## config.mk

```make
export PLATFORM = sky130hd
export DESIGN_NAME = deq_group
export DESIGN_NICKNAME = d
export VERILOG_FILES = /design/src/rtl/deq_pkg.sv /design/src/rtl/deq_group.sv
export SDC_FILE = /design/constraint.sdc
export NUM_CORES = 1
export LEC_CHECK = 0
export ABC_AREA = 1
export BUFFER_PORTS_ARGS = -buffer_cell sky130_fd_sc_hd__buf_4
export CELL_PAD_IN_SITES_DETAIL_PLACEMENT = 0
export CELL_PAD_IN_SITES_GLOBAL_PLACEMENT = 1
export CORE_AREA = 2 2 408 410
export DETAILED_ROUTE_END_ITERATION = 6
export DIE_AREA = 0 0 410 412
export PLACE_DENSITY_LB_ADDON = 0.1
export SETUP_SLACK_MARGIN = 0.02
export SLEW_MARGIN = 15
export SYNTH_ARGS = -nofsm -noshare
export SYNTH_HDL_FRONTEND = slang
export SYNTH_SLANG_ARGS = --single-unit
```

## constraint.sdc

```tcl
create_clock -name clk -period 0.8 [get_ports clk]
set_input_delay 0.04 -clock clk [delete_from_list [all_inputs] [get_ports clk]]
set_output_delay 0.04 -clock clk [all_outputs]
set_load 0.05 [all_outputs]
```

## src/rtl/deq_pkg.sv

```systemverilog
// ----------------------------------------------------------------------------
// deq_pkg: shared constants and types for the double-ended queue
// Request and status codes, sizing of the cell row and the tail OR tree.
// ----------------------------------------------------------------------------
package deq_pkg;

    localparam int DEPTH   = 1024;
    localparam int WORD_W  = 32;
    localparam int CNT_W   = $clog2(DEPTH + 1);
    localparam int GROUP   = 32;
    localparam int NGROUPS = (DEPTH + GROUP - 1) / GROUP;

    localparam int REQ_W   = 3;
    localparam int STAT_W  = 2;

    localparam logic [REQ_W-1:0] REQ_PUSH_FRONT = 3'd0;
    localparam logic [REQ_W-1:0] REQ_PUSH_BACK  = 3'd1;
    localparam logic [REQ_W-1:0] REQ_POP_FRONT  = 3'd2;
    localparam logic [REQ_W-1:0] REQ_POP_BACK   = 3'd3;
    localparam logic [REQ_W-1:0] REQ_QUERY      = 3'd4;

    localparam logic [STAT_W-1:0] STAT_OK    = 2'd0;
    localparam logic [STAT_W-1:0] STAT_EMPTY = 2'd1;
    localparam logic [STAT_W-1:0] STAT_FULL  = 2'd2;

    // one-cycle command broadcast to every cell; at most one bit set
    typedef struct packed {
        logic add_front;
        logic add_back;
        logic take_front;
        logic take_back;
    } cell_ctrl_t;

endpackage

```

## src/rtl/deq_group.sv

```systemverilog
// ----------------------------------------------------------------------------
// deq_group: first level of the tail-word OR tree
// Registers the OR of one group of cell tail words.
// ----------------------------------------------------------------------------
module deq_group (
    input  logic                              clk,
    input  logic                              load,
    input  logic signed [deq_pkg::WORD_W-1:0] words [deq_pkg::GROUP],
    output logic signed [deq_pkg::WORD_W-1:0] group_word
);

    logic signed [deq_pkg::WORD_W-1:0] group_reg;
    logic signed [deq_pkg::WORD_W-1:0] group_next;

    // at most one cell in the whole row is the tail, so OR acts as a select
    always_comb
    begin
        group_next = '0;
        for (int j = 0; j < deq_pkg::GROUP; j++)
            group_next = group_next | words[j];
    end

    always_ff @(posedge clk)
    begin
        if (load)
            group_reg <= group_next;
    end

    assign group_word = group_reg;

endmodule

```

# Word level (Yosys, flattened, before mapping)
# Cells that the tools add are included.
# totals
inputBits	1026
register_bits	32
out_inout_bits	32
wordCells	32
# op_classes
bitwise_logic	31
# op_table
cell	count
OR 32 bit	31

# Longest topological paths before layout
# depth
word_depth	31
depth_mapped	6
ltp_nobuf	6

# Worst setup path after synthesis
# Ideal clock, no wire load.
# synth_path
path_type	input-to-reg
startpoint	in words[928] in the netlist's numbering
endpoint	reg group_reg, in the netlist group_word[0], data pin
path_slack_ns	0.157
t_arrival_ns	0.389
setup_time_ns	0.254
required_ns	0.546
stages	5
path_buffers	0
path_cell_list	nor2_1 > and2_1 > nand2_1 > nor2_1 > nand2_1
# synth_between
elab_chain_cells	30
# synth_lines
element	line	rtl
start, declared	deq_group.sv:8	input logic signed [deq_pkg::WORD_W-1:0] words [deq_pkg::GROUP],
OR 32 bit (30 in a row)	deq_group.sv:20	group_next = group_next | words[j];
named net group_next, one bit	deq_group.sv:13	logic signed [deq_pkg::WORD_W-1:0] group_next;
end signal, assigned	deq_group.sv:26	group_reg <= group_next;
end, declared	deq_group.sv:12	logic signed [deq_pkg::WORD_W-1:0] group_reg;
# The timed path passes the listed nets, and every way through them passes these cells.
# A chain may end at the register's enable or synchronous reset.

# Worst setup path in the final report
# layout_path
startpoint	reg group_reg, in the netlist group_word[4]
endpoint	out group_word[4] in the netlist's numbering
# layout_lines
element	line	rtl
end, declared	deq_group.sv:9	output logic signed [deq_pkg::WORD_W-1:0] group_word
# No word-level cell between the ends.

==> metrics.md <==
| Metric | Value |
|---|---|
| Maximum clock rate | 993 MHz |
| Synth cell count leaders | 512 x inv_1, 416 x nor2_1, 384 x nand2_1, 64 x and2_1 |
| # IOs | 1058 |
| Sequential share of the synthesized area | 14.4% |
| DPL Wire Length | slightly above 70000 um |
| Drt initial violations | approximately 210 |
| Largest area contributor in the netlist | inv_1 |
| Final WS setup | -0.207 ns |
| Dpl ws | -0.644 ns |
| Netlist Area Pre-Place | 6690 sq um |
| DRC Markers | 0 |
| Clock transition at path regs | 0.08 ns |
| Initial Utilization | under 10% |
| Global-route wire length before repair | 97400 um |
| Crit Path Category | reg2out |
| Hold Fails Final Rpt | 0 |
| Min-Delay Path Depth | 5 |
| Die H | 412 um |
| Area post-placement | ~18000 sq um |
| VDD IR max | 0.836 mV |
| Vias in the first global route | 12337 |
| Post-synth ARST share | 0% |
| Psw | 3560 uW |
| Max reg flops | 32 |
| Layout area overhead | 167% |
| RSZ-0062 raised after global routing | true |
| Clk sink count | 32 |
| Failing checks | setup timing |
| Area contributors post-synth | inv_1 29%, nor2_1 23%, nand2_1 22%, edfxtp_1 14%, and2_1 6.0% |
| H-tree depth | 2 |
| Startpoint types | register |
| Routability Congestion | about 0.75 |
| Post-synthesis cell type count | 7 |
| Slew Viols, Final | 0 |
| Routed len/inst | 16.0 um |
| Pwr Density | 588 nW/um^2 |
| Slew HR | 82.8% |
| Worst slew pin tran | 0.258 ns |
| WP data arrival | 0.97 ns |
| Final #Nets | roughly 3600 |
| Critical Path Fanout Max | 1 |
| Core footprint | 164000 sq um |
| Clock Power Share | 23.5% |
| Crit path cell chain | buf_6 |
| CP max stage delay | approximately 0.44 ns |
| Via Count | 11107 |
| DRT Pass-1 Iters | 4 |
| Final setup vio count | 32 |
| Setup TNS | -4.95 ns |
| Part of the power in registers | 18.7% |
| Min Clock Period, post-route | 1.01 ns |
| Post-Place Cells | ~4700 |
| Antenna viol nets, final | 0 |
| Final Total Pwr | 10500 uW |
| Initial antenna violation count | 13 |
| Worst Path Buf+Inv | 1 |
| Crit end category | primary output |
| HP Start | words[618] |
| Syn_nets | 2498 |
| Fill cells | 19556 |
| Total track usage | roughly 8.6% |
| GRT overflow | 0 |
| CTS buffer count | 5 |
| Crit share post-route | 126% |
| Gate power share | 57.8% |
| Syn Inst Count | approximately 1500 |
| Via density | 2.34 |
| Critical path's slowest cell | edfxtp_1 |
| Clk root buf | clkbuf_16 |
| EDFF count, synth | 32 |
| Worst path top cell family by delay | flip-flops |
| Int Power | 6930 uW |
| Clock Tree Buf Depth | 2 |
| CTS hold repair buffers | 0 |
| Top-count cell post-synth | inv_1 |
| Hold Path End | group_word[10] |
| Hold Crit Class | in2reg |
| Net Sw Frac | 33.9% |
| Synth Area per Inst | 4.54 sq um |
| Worst EP required | 0.76 ns |
| Max_cap viols | 0 |
| FP Rows | around 150 |
| Yosys synthesis warning count | 0 |
| Outcome | complete, but fails checks |
| Final std cells w/o fill | 4748 |
| Die Area | 169000 sq um |
| Synth Register Bits | 32 |
| Cell leakage power | between 0.009 and 0.01 uW |
| Pin count of the biggest net entering global routing | 17 |
| Synth top area share | 28.7% |
| Cell area after layout | 17800 sq um |
| Share of layout cells above drive strength 1 | a little over two fifths |
| Most used DFF post-synth | edfxtp_1 |
| Number of port buffers | 1057 |
| Die Span X | 410 um |
| Final wirelength | 76100 um |
| CTS tree | yes |
worst max path at each step:
stage / from / end / slack, ns / cells after the start
after floorplan: words[928] / group_word[0] / 0.16 / 5
after global placement: words[363] / group_word[11] / -0.66 / 8
after detailed placement: words[363] / group_word[11] / -0.64 / 8
after CTS: group_word[11] / group_word[11] / -0.30 / 1
after global routing: group_word[4] / group_word[4] / -0.28 / 1
final: group_word[4] / group_word[4] / -0.21 / 1
stage by stage:
stage	hold WS, ns	util, %
2_1_floorplan	0.152	-
3_3_place_gp	0.427	10.7
3_5_place_dp	0.432	10.7
4_1_cts	0.0234	10.8
5_1_grt	0.0749	10.9
6_report	0.0585	10.9
cells in the final DEF, fill, tap and decap left out, types with 2 or more instances in the layout:
cell type / count
and2_1: 64
nand4_1: 32
diode_2: 7
buf_4: 1037
nor2_1: 410
inv_1: 511
clkinv_1: 2
buf_6: 32
buf_12: 4
clkbuf_16: 5
nor2_2: 38
edfxtp_1: 32
nand2_1: 380
nand2_2: 3
cell type report:
type	instances	area, sq um	share of cell area (%)
tap	2189	2740	15.4
multi-input combinational	928	3830	21.5
clock buffer	5	125	0.702
sequential	32	961	5.39
clock inverter	2	7.51	0.0421
timing repair buffer	1073	8230	46.1
antenna	7	17.5	0.0982
inverter	512	1930	10.8
metal layers:
layer	wire, um	GRT usage [%]
met1	25800	8.39
met2	44500	17.6
met3	5260	2.48
met4	603	1.76
met5	21	0
power groups by stage:
stage / Sequential [uW] / Clock [uW] / Combinational [uW]
6_report: 1970 / 2460 / 6060
5_1_grt: 1980 / 2840 / 6750
4_1_cts: 1970 / 2890 / 6230
3_5_place_dp: 1990 / 0 / 6150
3_3_place_gp: 1990 / 0 / 6180
2_1_floorplan: 2290 / 0 / 1170
timing repair:
action,in CTS,in global routing
setup endpoints to repair,34,36
buffers inserted,0,0
endpoints found under the hold margin,0,0
pin swaps,0,2
gates resized for setup,38,6
gates cloned,0,0
kinds of logic (layout without fill, tap and decap cells):
| kind of cell | count (synthesis) | after routing | synth area share [%] |
|---|---|---|---|
| simple gates | 928 | 928 | 56.9 |
| buf+inv | 512 | 1592 | 28.7 |
| flops | 32 | 32 | 14.4 |
| other cells | 0 | 7 | 0 |
(Power assumes the default switching activity.)
