## src/rtl/deq_pkg.sv

```systemverilog
// ----------------------------------------------------------------------------
// deq_pkg: shared constants and types for the double-ended queue
// Request and status codes, sizing of the cell row and the tail OR tree.
// ----------------------------------------------------------------------------
package deq_pkg;

    localparam int DEPTH   = 1024;
    localparam int WORD_W  = 32;
    localparam int CNT_W   = $clog2(DEPTH + 1);
    localparam int GROUP   = 32;
    localparam int NGROUPS = (DEPTH + GROUP - 1) / GROUP;

    localparam int REQ_W   = 3;
    localparam int STAT_W  = 2;

    localparam logic [REQ_W-1:0] REQ_PUSH_FRONT = 3'd0;
    localparam logic [REQ_W-1:0] REQ_PUSH_BACK  = 3'd1;
    localparam logic [REQ_W-1:0] REQ_POP_FRONT  = 3'd2;
    localparam logic [REQ_W-1:0] REQ_POP_BACK   = 3'd3;
    localparam logic [REQ_W-1:0] REQ_QUERY      = 3'd4;

    localparam logic [STAT_W-1:0] STAT_OK    = 2'd0;
    localparam logic [STAT_W-1:0] STAT_EMPTY = 2'd1;
    localparam logic [STAT_W-1:0] STAT_FULL  = 2'd2;

    // one-cycle command broadcast to every cell; at most one bit set
    typedef struct packed {
        logic add_front;
        logic add_back;
        logic take_front;
        logic take_back;
    } cell_ctrl_t;

endpackage

```

## src/rtl/deq_cell.sv

```systemverilog
// ----------------------------------------------------------------------------
// deq_cell: one slot of the queue row
// Holds one word and an occupied flag; shifts with its neighbours on front
// operations, loads or drops at the tail on back operations.
// ----------------------------------------------------------------------------
module deq_cell (
    input  logic                             clk,
    input  logic                             rst_n,
    input  deq_pkg::cell_ctrl_t              ctrl,
    input  logic signed [deq_pkg::WORD_W-1:0] push_value,
    input  logic signed [deq_pkg::WORD_W-1:0] left_data,
    input  logic                             left_occ,
    input  logic signed [deq_pkg::WORD_W-1:0] right_data,
    input  logic                             right_occ,
    output logic signed [deq_pkg::WORD_W-1:0] data,
    output logic                             occ,
    output logic signed [deq_pkg::WORD_W-1:0] tail_word
);

    logic signed [deq_pkg::WORD_W-1:0] data_reg;
    logic signed [deq_pkg::WORD_W-1:0] data_next;
    logic                              occ_reg;
    logic                              occ_next;
    logic                              is_last;

    assign is_last = occ_reg && !right_occ;

    always_comb
    begin
        data_next = data_reg;
        occ_next  = occ_reg;
        if (ctrl.add_front)
        begin
            data_next = left_data;
            occ_next  = left_occ;
        end
        else if (ctrl.take_front)
        begin
            data_next = right_data;
            occ_next  = right_occ;
        end
        else if (ctrl.add_back)
        begin
            // first free slot after the last occupied one
            if (!occ_reg && left_occ)
            begin
                data_next = push_value;
                occ_next  = 1'b1;
            end
        end
        else if (ctrl.take_back)
        begin
            if (is_last)
                occ_next = 1'b0;
        end
    end

    always_ff @(posedge clk or negedge rst_n)
    begin
        if (!rst_n)
            occ_reg <= 1'b0;
        else
            occ_reg <= occ_next;
    end

    always_ff @(posedge clk)
    begin
        data_reg <= data_next;
    end

    assign data      = data_reg;
    assign occ       = occ_reg;
    assign tail_word = is_last ? data_reg : '0;

endmodule

```

## config.mk

```make
export PLATFORM = sky130hd
export DESIGN_NAME = deq_cell
export DESIGN_NICKNAME = d
export VERILOG_FILES = /design/src/rtl/deq_pkg.sv /design/src/rtl/deq_cell.sv
export SDC_FILE = /design/constraint.sdc
export NUM_CORES = 1
export LEC_CHECK = 0
export ABC_AREA = 0
export BUFFER_PORTS_ARGS = -buffer_cell sky130_fd_sc_hd__buf_2
export CORE_ASPECT_RATIO = 1.2
export CORE_UTILIZATION = 40
export CTS_CLUSTER_DIAMETER = 50
export CTS_CLUSTER_SIZE = 24
export DETAILED_ROUTE_END_ITERATION = 8
export GPL_ROUTABILITY_DRIVEN = 0
export PLACE_DENSITY = 0.83
export SLEW_MARGIN = 20
export SYNTH_ARGS = -nofsm -noshare
export SYNTH_HDL_FRONTEND = slang
export SYNTH_SLANG_ARGS = --single-unit
```

## constraint.sdc

```tcl
create_clock -name clk -period 5.45 [get_ports clk]
set_input_delay 1.09 -clock clk [delete_from_list [all_inputs] [get_ports clk]]
set_output_delay 1.09 -clock clk [all_outputs]
set_load 0.02 [all_outputs]
```

# Word-level counts from Yosys, hierarchy flattened
# Index checks and enable logic that the tools add are counted.
# word_totals
ff_bits	33
input_bits	104
out_inout_bits	65
wordCells	24
# op_classes
eq_ne	1
muxes	11
reduce_logical	10
# op_table
cell	count
32-bit two-way mux	5
4-bit nonzero test	2
1-bit two-way mux	6
3-bit nonzero test	2
4-bit by 2-bit inequality test with 1-bit output, second input constant	1
3-bit AND reduction	1
1-bit logical AND	2
1-bit zero test	2
2-bit AND reduction	1

# Logic depth before layout (Yosys ltp)
# Gate-level depths: netlist (run 1).
# logic_depth
ltp_word	7
depth_mapped	4
mapped_depth_nobuf	3

# Worst setup path after synthesis (run 1)
# Ideal clock, no wire load.
# synth_timing
kind	input port to flip-flop
startpoint	input port ctrl[2] (netlist bit)
endpoint	register data_reg (netlist bit data[0]) (enable)
setup_ns	0.466
arrival_ns	3.446
required_ns	4.984
setup_slack_ns	1.538
stages	2
path_buffers	0
cell_sequence	nand2_1 -> o21ai_0
# synth_between
elab_chain_cells	2
# synth_rtl
item	line	text
start, declared	deq_cell.sv:9	input deq_pkg::cell_ctrl_t ctrl,
3-bit nonzero test (no source line)	-	
2-bit AND reduction (no source line)	-	
end signal, assigned	deq_cell.sv:68	data_reg <= data_next;
end, declared	deq_cell.sv:20	logic signed [deq_pkg::WORD_W-1:0] data_reg;
# No other way between the ends.
# A chain may end at the register's enable or synchronous reset.

# Worst setup path in the final report (run 1)
# layout_timing
startpoint	input port right_occ
endpoint	output port tail_word[13] (netlist bit)
# layout_between
elab_chain_cells	3
# layout_rtl
item	line	text
start, declared	deq_cell.sv:14	input logic right_occ,
1-bit zero test	deq_cell.sv:26	assign is_last = occ_reg && !right_occ;
1-bit logical AND	deq_cell.sv:26	
32-bit two-way mux	deq_cell.sv:73	assign tail_word = is_last ? data_reg : '0;
end, declared	deq_cell.sv:17	output logic signed [deq_pkg::WORD_W-1:0] tail_word
# No other way between the ends.

==> summary.md, run 1 <==
| Metric | Value |
|---|---|
| Initial antenna violation count | 0 |
| Logic pwr share | between 20 and 30% |
| Internal Power | between 400 and 500 uW |
| Post-Layout Inst Area | around 2900 um2 |
| Initial DRC count | just over 80 |
| NumNets Final | 450 |
| Cell Area, Synth | roughly 2000 um2 |
| Clock Path Buffers | 2 |
| Mapped Cells | roughly 190 |
| Largest net degree at the start of global routing | between 60 and 70 |
| Die Wd | between 60 and 70 um |
| Clock power share | 24.3% |
| Slew Viols, Final | 0 |
| Met3 Usage GRT | around 4.9% |
| Hpwl dp | a little under 4000 um |
| Crit share post-route | 61.6% |
| Worst Skew | between 0.002 and 0.003 ns |
| Starting Density | 42.6% |
| Post-route setup slack | around 2.1 ns |
| Total global routing overflow | 0 |
| DRT antenna net count | 0 |
| WP data required | about 4.4 ns |
| Worst-skew pair later-pin latency | 0.27 ns |
| Largest register FFs | 32 |
| Vias in the first global route | ~1,700 |
| Buf+Inv Stages, Crit Path | 2 |
| Unique masters post-synth | 18 |
| RSZ-0062 raised after global routing | false |
| Total leakage power | around 0.0015 uW |
| Top Usage Layer GRT | met2 |
| Slew HR | 32.0% |
| Post-Syn Nets | 289 |
| Met2 usage | between 30% and 40% |
| Yosys reg bits | 33 |
| Clock transition at path regs | 0.06 ns |
| CTS tree | done |
| Vias post-DR | about 1,900 |
| Slowest-stage cell, CP | and2b_1 |
| Clock root cell | clkbuf_8 |
| Die footprint | about 5200 um2 |
| Layout area overhead | 45.0% |
| CTS H-tree depth | 2 |
| Sequential area share after synthesis | between 40% and 50% |
| NetSw | around 210 uW |
| IO Port Bufs | 168 |
| CP peak stage delay | between 0.6 and 0.7 ns |
| Final setup violation count | 0 |
| Avg Vias per Cell | between 4 and 5 |
| Switch share | 30.2% |
| Synth Area per Inst | 10.7 um2 |
| Sink Count | 33 |
| First-pass GRT wire length | 7670 um |
| Die span in y | between 70 and 80 um |
| Share of layout cells above drive strength 1 | 51.3% |
| Power Density | around 240 nW/um2 |
| DRC Markers | 0 |
| Number of CTS-inserted buffers | 5 |
| Top delay family on crit path | simple AND/OR/NAND/NOR gates |
| Area after DPL | 2800 um2 |
| Post-cts resize count | 0 |
| Crit path kind | input port to primary output |
| Worst slew pin tran | 1.02 ns |
| Max Freq | roughly 300 MHz |
| Io pins | roughly 170 |
| Crit path capture type | primary output |
| Worst-path fanout max | 32 |
| Gr usage total | between 10% and 20% |
| YS warnings | 0 |
| Most frequent CP cell | buf_2 |
| Core Region | between 4000 and 5000 um2 |
| Seq pwr share | between 40 and 50% |
| Setup TNS | 0 ns |
| Setup Buffers After CTS | 0 |
| # rows | 27 |
| First drt pass iteration count | 4 |
| Max Cap Viol | 0 |
| CP cell instances | buf_2 -> and2b_1 -> and2_1 -> buf_2 |
| Detailed Route WL | 5070 um |
| Avg WL per Cell | between 10 and 15 um |
| Global routing usage on met1 | roughly a fifth |
| Peak supply drop | roughly 0.00014 V |
| Final Hold Viols | 0 |
| Post-CTS Hold Fix Bufs | 0 |
| Outcome | finished, final reports clean |
| Hold WC Path Type | input port to async pin |
| Data arrival time of the worst path | 2.27 ns |
| Ant. Diodes | 0 |
| Setup WS pre-CTS | between 2 and 2.5 ns |
| CP startpoint kind | input port |
| Final min period | ~3.4 ns |
[layer usage]
layer,wire length (um),share of wire (%),up-vias
met3,298,5.9,7
met1,1950,39,853
met5,0,0,-
met4,89,1.8,0
li1,-,-,970
met2,2730,54,76
[power by group through the flow]
| stage | registers (uW) | logic [uW] | clock network [uW] |
|---|---|---|---|
| floorplan | 361 | 82.8 | 0 |
| global placement | 329 | 190 | 0 |
| finish | 325 | 192 | 166 |
| detailed placement | 330 | 194 | 0 |
| CTS | 325 | 194 | 174 |
| global route | 328 | 210 | 184 |
[per-stage QoR]
| step | power (uW) | instances | util (%) | hold WS, ns |
|---|---|---|---|---|
| global route | 721 | 405 | 61.7 | 0.557 |
| finish | 683 | 405 | 61.7 | 0.574 |
| CTS | 693 | 405 | 61.7 | 0.560 |
| detailed placement | 524 | 397 | 60.0 | 0.718 |
| global placement | 519 | 397 | 60.0 | 0.717 |
| floorplan | 444 | 185 | - | 0.723 |
[cells in the final DEF, fill, tap and decap left out, drive strengths merged, types with 3 or more instances in the layout]
cell | Yosys | final
nand2 | 34 | 34
and2 | 32 | 32
clkinv | 0 | 3
buf | 9 | 168
edfxtp | 32 | 32
o21ai | 34 | 34
clkbuf | 5 | 5
mux2i | 33 | 33
[path summary, 6_finish.rpt]
path | startpoint | slack [ns] | to | cells after the start
hold reg to reg | occ | 0.73 | occ | 1
max in group asynchronous | rst_n | 4.79 | occ | 1
hold / removal | rst_n | 0.57 | occ | 1
min in group clk | occ | 0.73 | occ | 1
setup reg to reg | occ | 3.79 | data[22] | 1
setup / recovery | right_occ | 2.09 | tail_word[13] | 4
[area by class of cell]
cell class / count / area [um2]
fill: 411 / 1780
sequential: 33 / 986
multi-input combinational: 138 / 897
timing repair buffer: 168 / 841
tap: 58 / 72.6
clock buffer: 5 / 68.8
clock inverter: 3 / 12.5
[Yosys cell counts]
cell type | number | area share (%)
buf_8 | 3 | 2.3
o211ai_2 | 1 | 0.63
o21ai_1 | 1 | 0.25
nand4bb_1 | 1 | 0.57
buf_6 | 2 | 1.1
o21ai_0 | 33 | 8.3
dfrtp_1 | 1 | 1.3
and2_1 | 32 | 10
clkbuf_1 | 2 | 0.38
buf_4 | 1 | 0.38
edfxtp_1 | 32 | 48
mux2_4 | 1 | 0.76
clkbuf_2 | 3 | 0.76
nand2_1 | 34 | 6.4
mux2i_1 | 33 | 17
buf_2 | 3 | 0.76
and2b_1 | 1 | 0.38
nor2_4 | 1 | 0.57
[logic make-up (layout without fill, tap and decap cells)]
group / after synthesis / count (layout) / synth area share [%]
AND/OR/NAND/NOR: 69 / 69 / 18.0
AO/OA/AOI/OAI: 35 / 35 / 9.21
multiplexers: 34 / 34 / 17.4
flip-flops: 33 / 33 / 49.7
buffers and inverters: 14 / 176 / 5.67
(Power assumes the default switching activity.)
==> run 2, diff against run 1 <==
ABC_AREA = 1   (was 0)
CORE_UTILIZATION = 39   (was 40)
PLACE_DENSITY = 0.8   (was 0.83)
clock period = 3.2 ns   (was 5.45 ns; I/O delays follow)
==> summary.md, run 2 <==
| Metric | Value |
|---|---|
| Outcome | finished, final reports clean |
| Avg Vias per Cell | between 4 and 5 |
| Final min period | approximately 2.4 ns |
| Vias in the first global route | 2,102 |
| Commonest non-fill, non-tap cell in the layout | buf_2 |
| Critical R2R Launch | occ |
| Starting Density | just over 40% |
| Final setup violation count | 0 |
| Logic pwr share | 30.0% |
| Worst-skew pair later-pin latency | ~0.28 ns |
| Peak supply drop | 0.000257 V |
| First drt pass iteration count | 4 |
| Fillers | about 470 |
| Setup TNS | 0 ns |
| Total global routing overflow | 0 |
| NetSw | 392 uW |
| Initial antenna violation count | 0 |
| Slew HR | between 30% and 40% |
| IO Port Bufs | 168 |
| Setup Buffers After CTS | 0 |
| R2R cell count | 3 |
| Asr flop ratio synth | under 10% |
| Multi-input logic area | ~800 um2 |
| Hpwl dp | between 4000 and 5000 um |
| Max Cap Viol | 0 |
| Synth top area share | a little under half |
| Avg WL per Cell | ~13 um |
| Final Hold Viols | 0 |
| Clock power share | between 20% and 30% |
| Vias post-DR | 2,328 |
| Post-synth top cells | nor2_1, a21oi_1, nand2_1 |
| Cell Area, Synth | a little over 2000 um2 |
| Highest routed layer | met4 |
| Post-cts resize count | 0 |
| First-pass GRT wire length | slightly above 9000 um |
| NumNets Final | 526 |
| Post-synth EDFFs | 32 |
| DRC Markers | 0 |
| Fin util | between 50% and 60% |
| Post-synth top flop | edfxtp_1 |
| Worst Skew | between 0.003 and 0.004 ns |
| Metal3 WL | roughly 480 um |
| Crit path capture type | primary output |
| Internal Power | slightly above 800 uW |
| Largest area contributor in the netlist | edfxtp_1 |
| Clock transition at path regs | approximately 0.06 ns |
| Ranking of synthesized cells by area | edfxtp_1, a21oi_1, nor2_1, nand2_1, inv_1 |
| Register area | between 900 and 1000 um2 |
| Die Wd | approximately 68 um |
| Ant. Diodes | 0 |
| Seq pwr share | a little under half |
| CTS tree | done |
| Clock Path Buffers | 2 |
| Clock root cell | clkbuf_8 |
| Most common cell in the netlist | nor2_1 |
| Data arrival time of the worst path | 1.74 ns |
| Largest register FFs | 32 |
| # rows | 28 |
| Yosys reg bits | 33 |
| Layout area overhead | 41.7% |
| Power Density | between 400 and 500 nW/um2 |
| Core Region | approximately 5000 um2 |
| Post-CTS Hold Fix Bufs | 0 |
| Total leakage power | 0.00163 uW |
| Die footprint | approximately 5600 um2 |
| Largest net degree at the start of global routing | 36 |
| CP startpoint kind | input port |
| Slew Viols, Final | 0 |
| Initial DRC count | just over 80 |
| Detailed Route WL | slightly above 6000 um |
| Post-Syn Nets | about 370 |
| Gr usage total | between 20% and 30% |
| Crit path kind | input port to primary output |
| Sink Count | 33 |
| Reg2reg setup slack | about 1.4 ns |
| Worst slew pin tran | about 1.0 ns |
| Worst R2R End | data[17] |
| Synth Area per Inst | about 7.9 um2 |
| Share of layout cells above drive strength 1 | 44.0% |
| Met2 wire len | ~3300 um |
| DRT antenna net count | 0 |
| YS warnings | 0 |
| Hold WC Path Type | input port to async pin |
| RSZ-0062 raised after global routing | false |
| Crit share post-route | about 74% |
| Max Freq | 420 MHz |
| WP data required | between 2 and 3 ns |
| Switch share | between 30% and 40% |
| Worst-path fanout max | 17 |
| Mapped Cells | around 260 |
| Number of CTS-inserted buffers | 5 |
| Commonest non-fill, non-tap cells in the layout | buf_2, nor2_1, a21oi_1 |
| Die span in y | around 80 um |
| Io pins | 169 |
| Unique masters post-synth | 15 |
| Sequential area share after synthesis | between 40 and 50% |
| M1 wire length | between 2000 and 2500 um |
| CTS H-tree depth | 2 |
## run 2: cell count changes in the layout (fill, tap and decap cells not counted), moves of 2 or more
cell and delta:
a21oi_1 +58, a21oi_2 +6, and2_1 -32, buf_4 +2, inv_1 +35, mux2i_1 -33
nand2_1 +5, nand3_1 +6, nor2_1 +64, o21ai_0 -32
## run 2: kinds of logic (layout without fill, tap and decap cells)
| kind of cell | after synthesis | count (layout) | synth area share [%] |
|---|---|---|---|
| AOI/OAI and AO/OA | 65 | 65 | 16.8 |
| and+or+nand+nor | 110 | 110 | 20.7 |
| buffers and inverters | 54 | 215 | 14.9 |
| DFF | 33 | 33 | 47.6 |
## run 2: through the flow
step | cells | hold slack, ns | setup slack, ns | cell area (um2) | total power [uW]
CTS | 483 | 0.112 | 0.804 | 2930 | 1210
finish | 483 | 0.122 | 0.820 | 2930 | 1200
global route | 483 | 0.108 | 0.612 | 2930 | 1280
floorplan | 262 | 0.344 | 0.617 | 2070 | 780
detailed placement | 475 | 0.417 | 0.806 | 2850 | 921
global placement | 475 | 0.415 | 0.846 | 2850 | 911
## run 2: area by class of cell
type / count / area share (%)
clock buffer: 5 / 2.35
sequential: 33 / 33.6
clock inverter: 3 / 0.427
timing repair buffer: 170 / 29.2
inverter: 37 / 4.99
tap: 60 / 2.56
multi-input combinational: 175 / 26.8
## run 2: power by group through the flow
| stage | clock [uW] | sequential, uW | combinational (uW) |
|---|---|---|---|
| final | 289 | 551 | 359 |
| after global routing | 320 | 558 | 399 |
| after CTS | 299 | 551 | 361 |
| after detailed placement | 0 | 561 | 360 |
| after global placement | 0 | 558 | 353 |
| after floorplan | 0 | 613 | 167 |
## run 2: worst max-delay path by stage
stage               from           end  slack (ns)  cells past startpoint
2_1_floorplan   left_occ       data[0]        0.62                      2
3_3_place_gp   right_occ  tail_word[6]        0.85                      6
3_5_place_dp   right_occ  tail_word[4]        0.81                      6
4_1_cts        right_occ  tail_word[4]        0.80                      6
5_1_grt        right_occ  tail_word[8]        0.61                      6
6_report       right_occ  tail_word[4]        0.82                      6
## run 2: metal layers
| layer | track usage [%] | vias up |
|---|---|---|
| met4 | 10.2 | 0 |
| met5 | 0 | - |
| met1 | 22.7 | 1034 |
| met2 | 41.2 | 122 |
| li1 | - | 1158 |
| met3 | 4.72 | 14 |
## run 2: critical path, cell delays in order
cell	delay (ns)
buf_2	0.11
inv_1	0.06
nand2_1	0.31
buf_4	0.34
nor2_1	0.10
buf_2	0.17
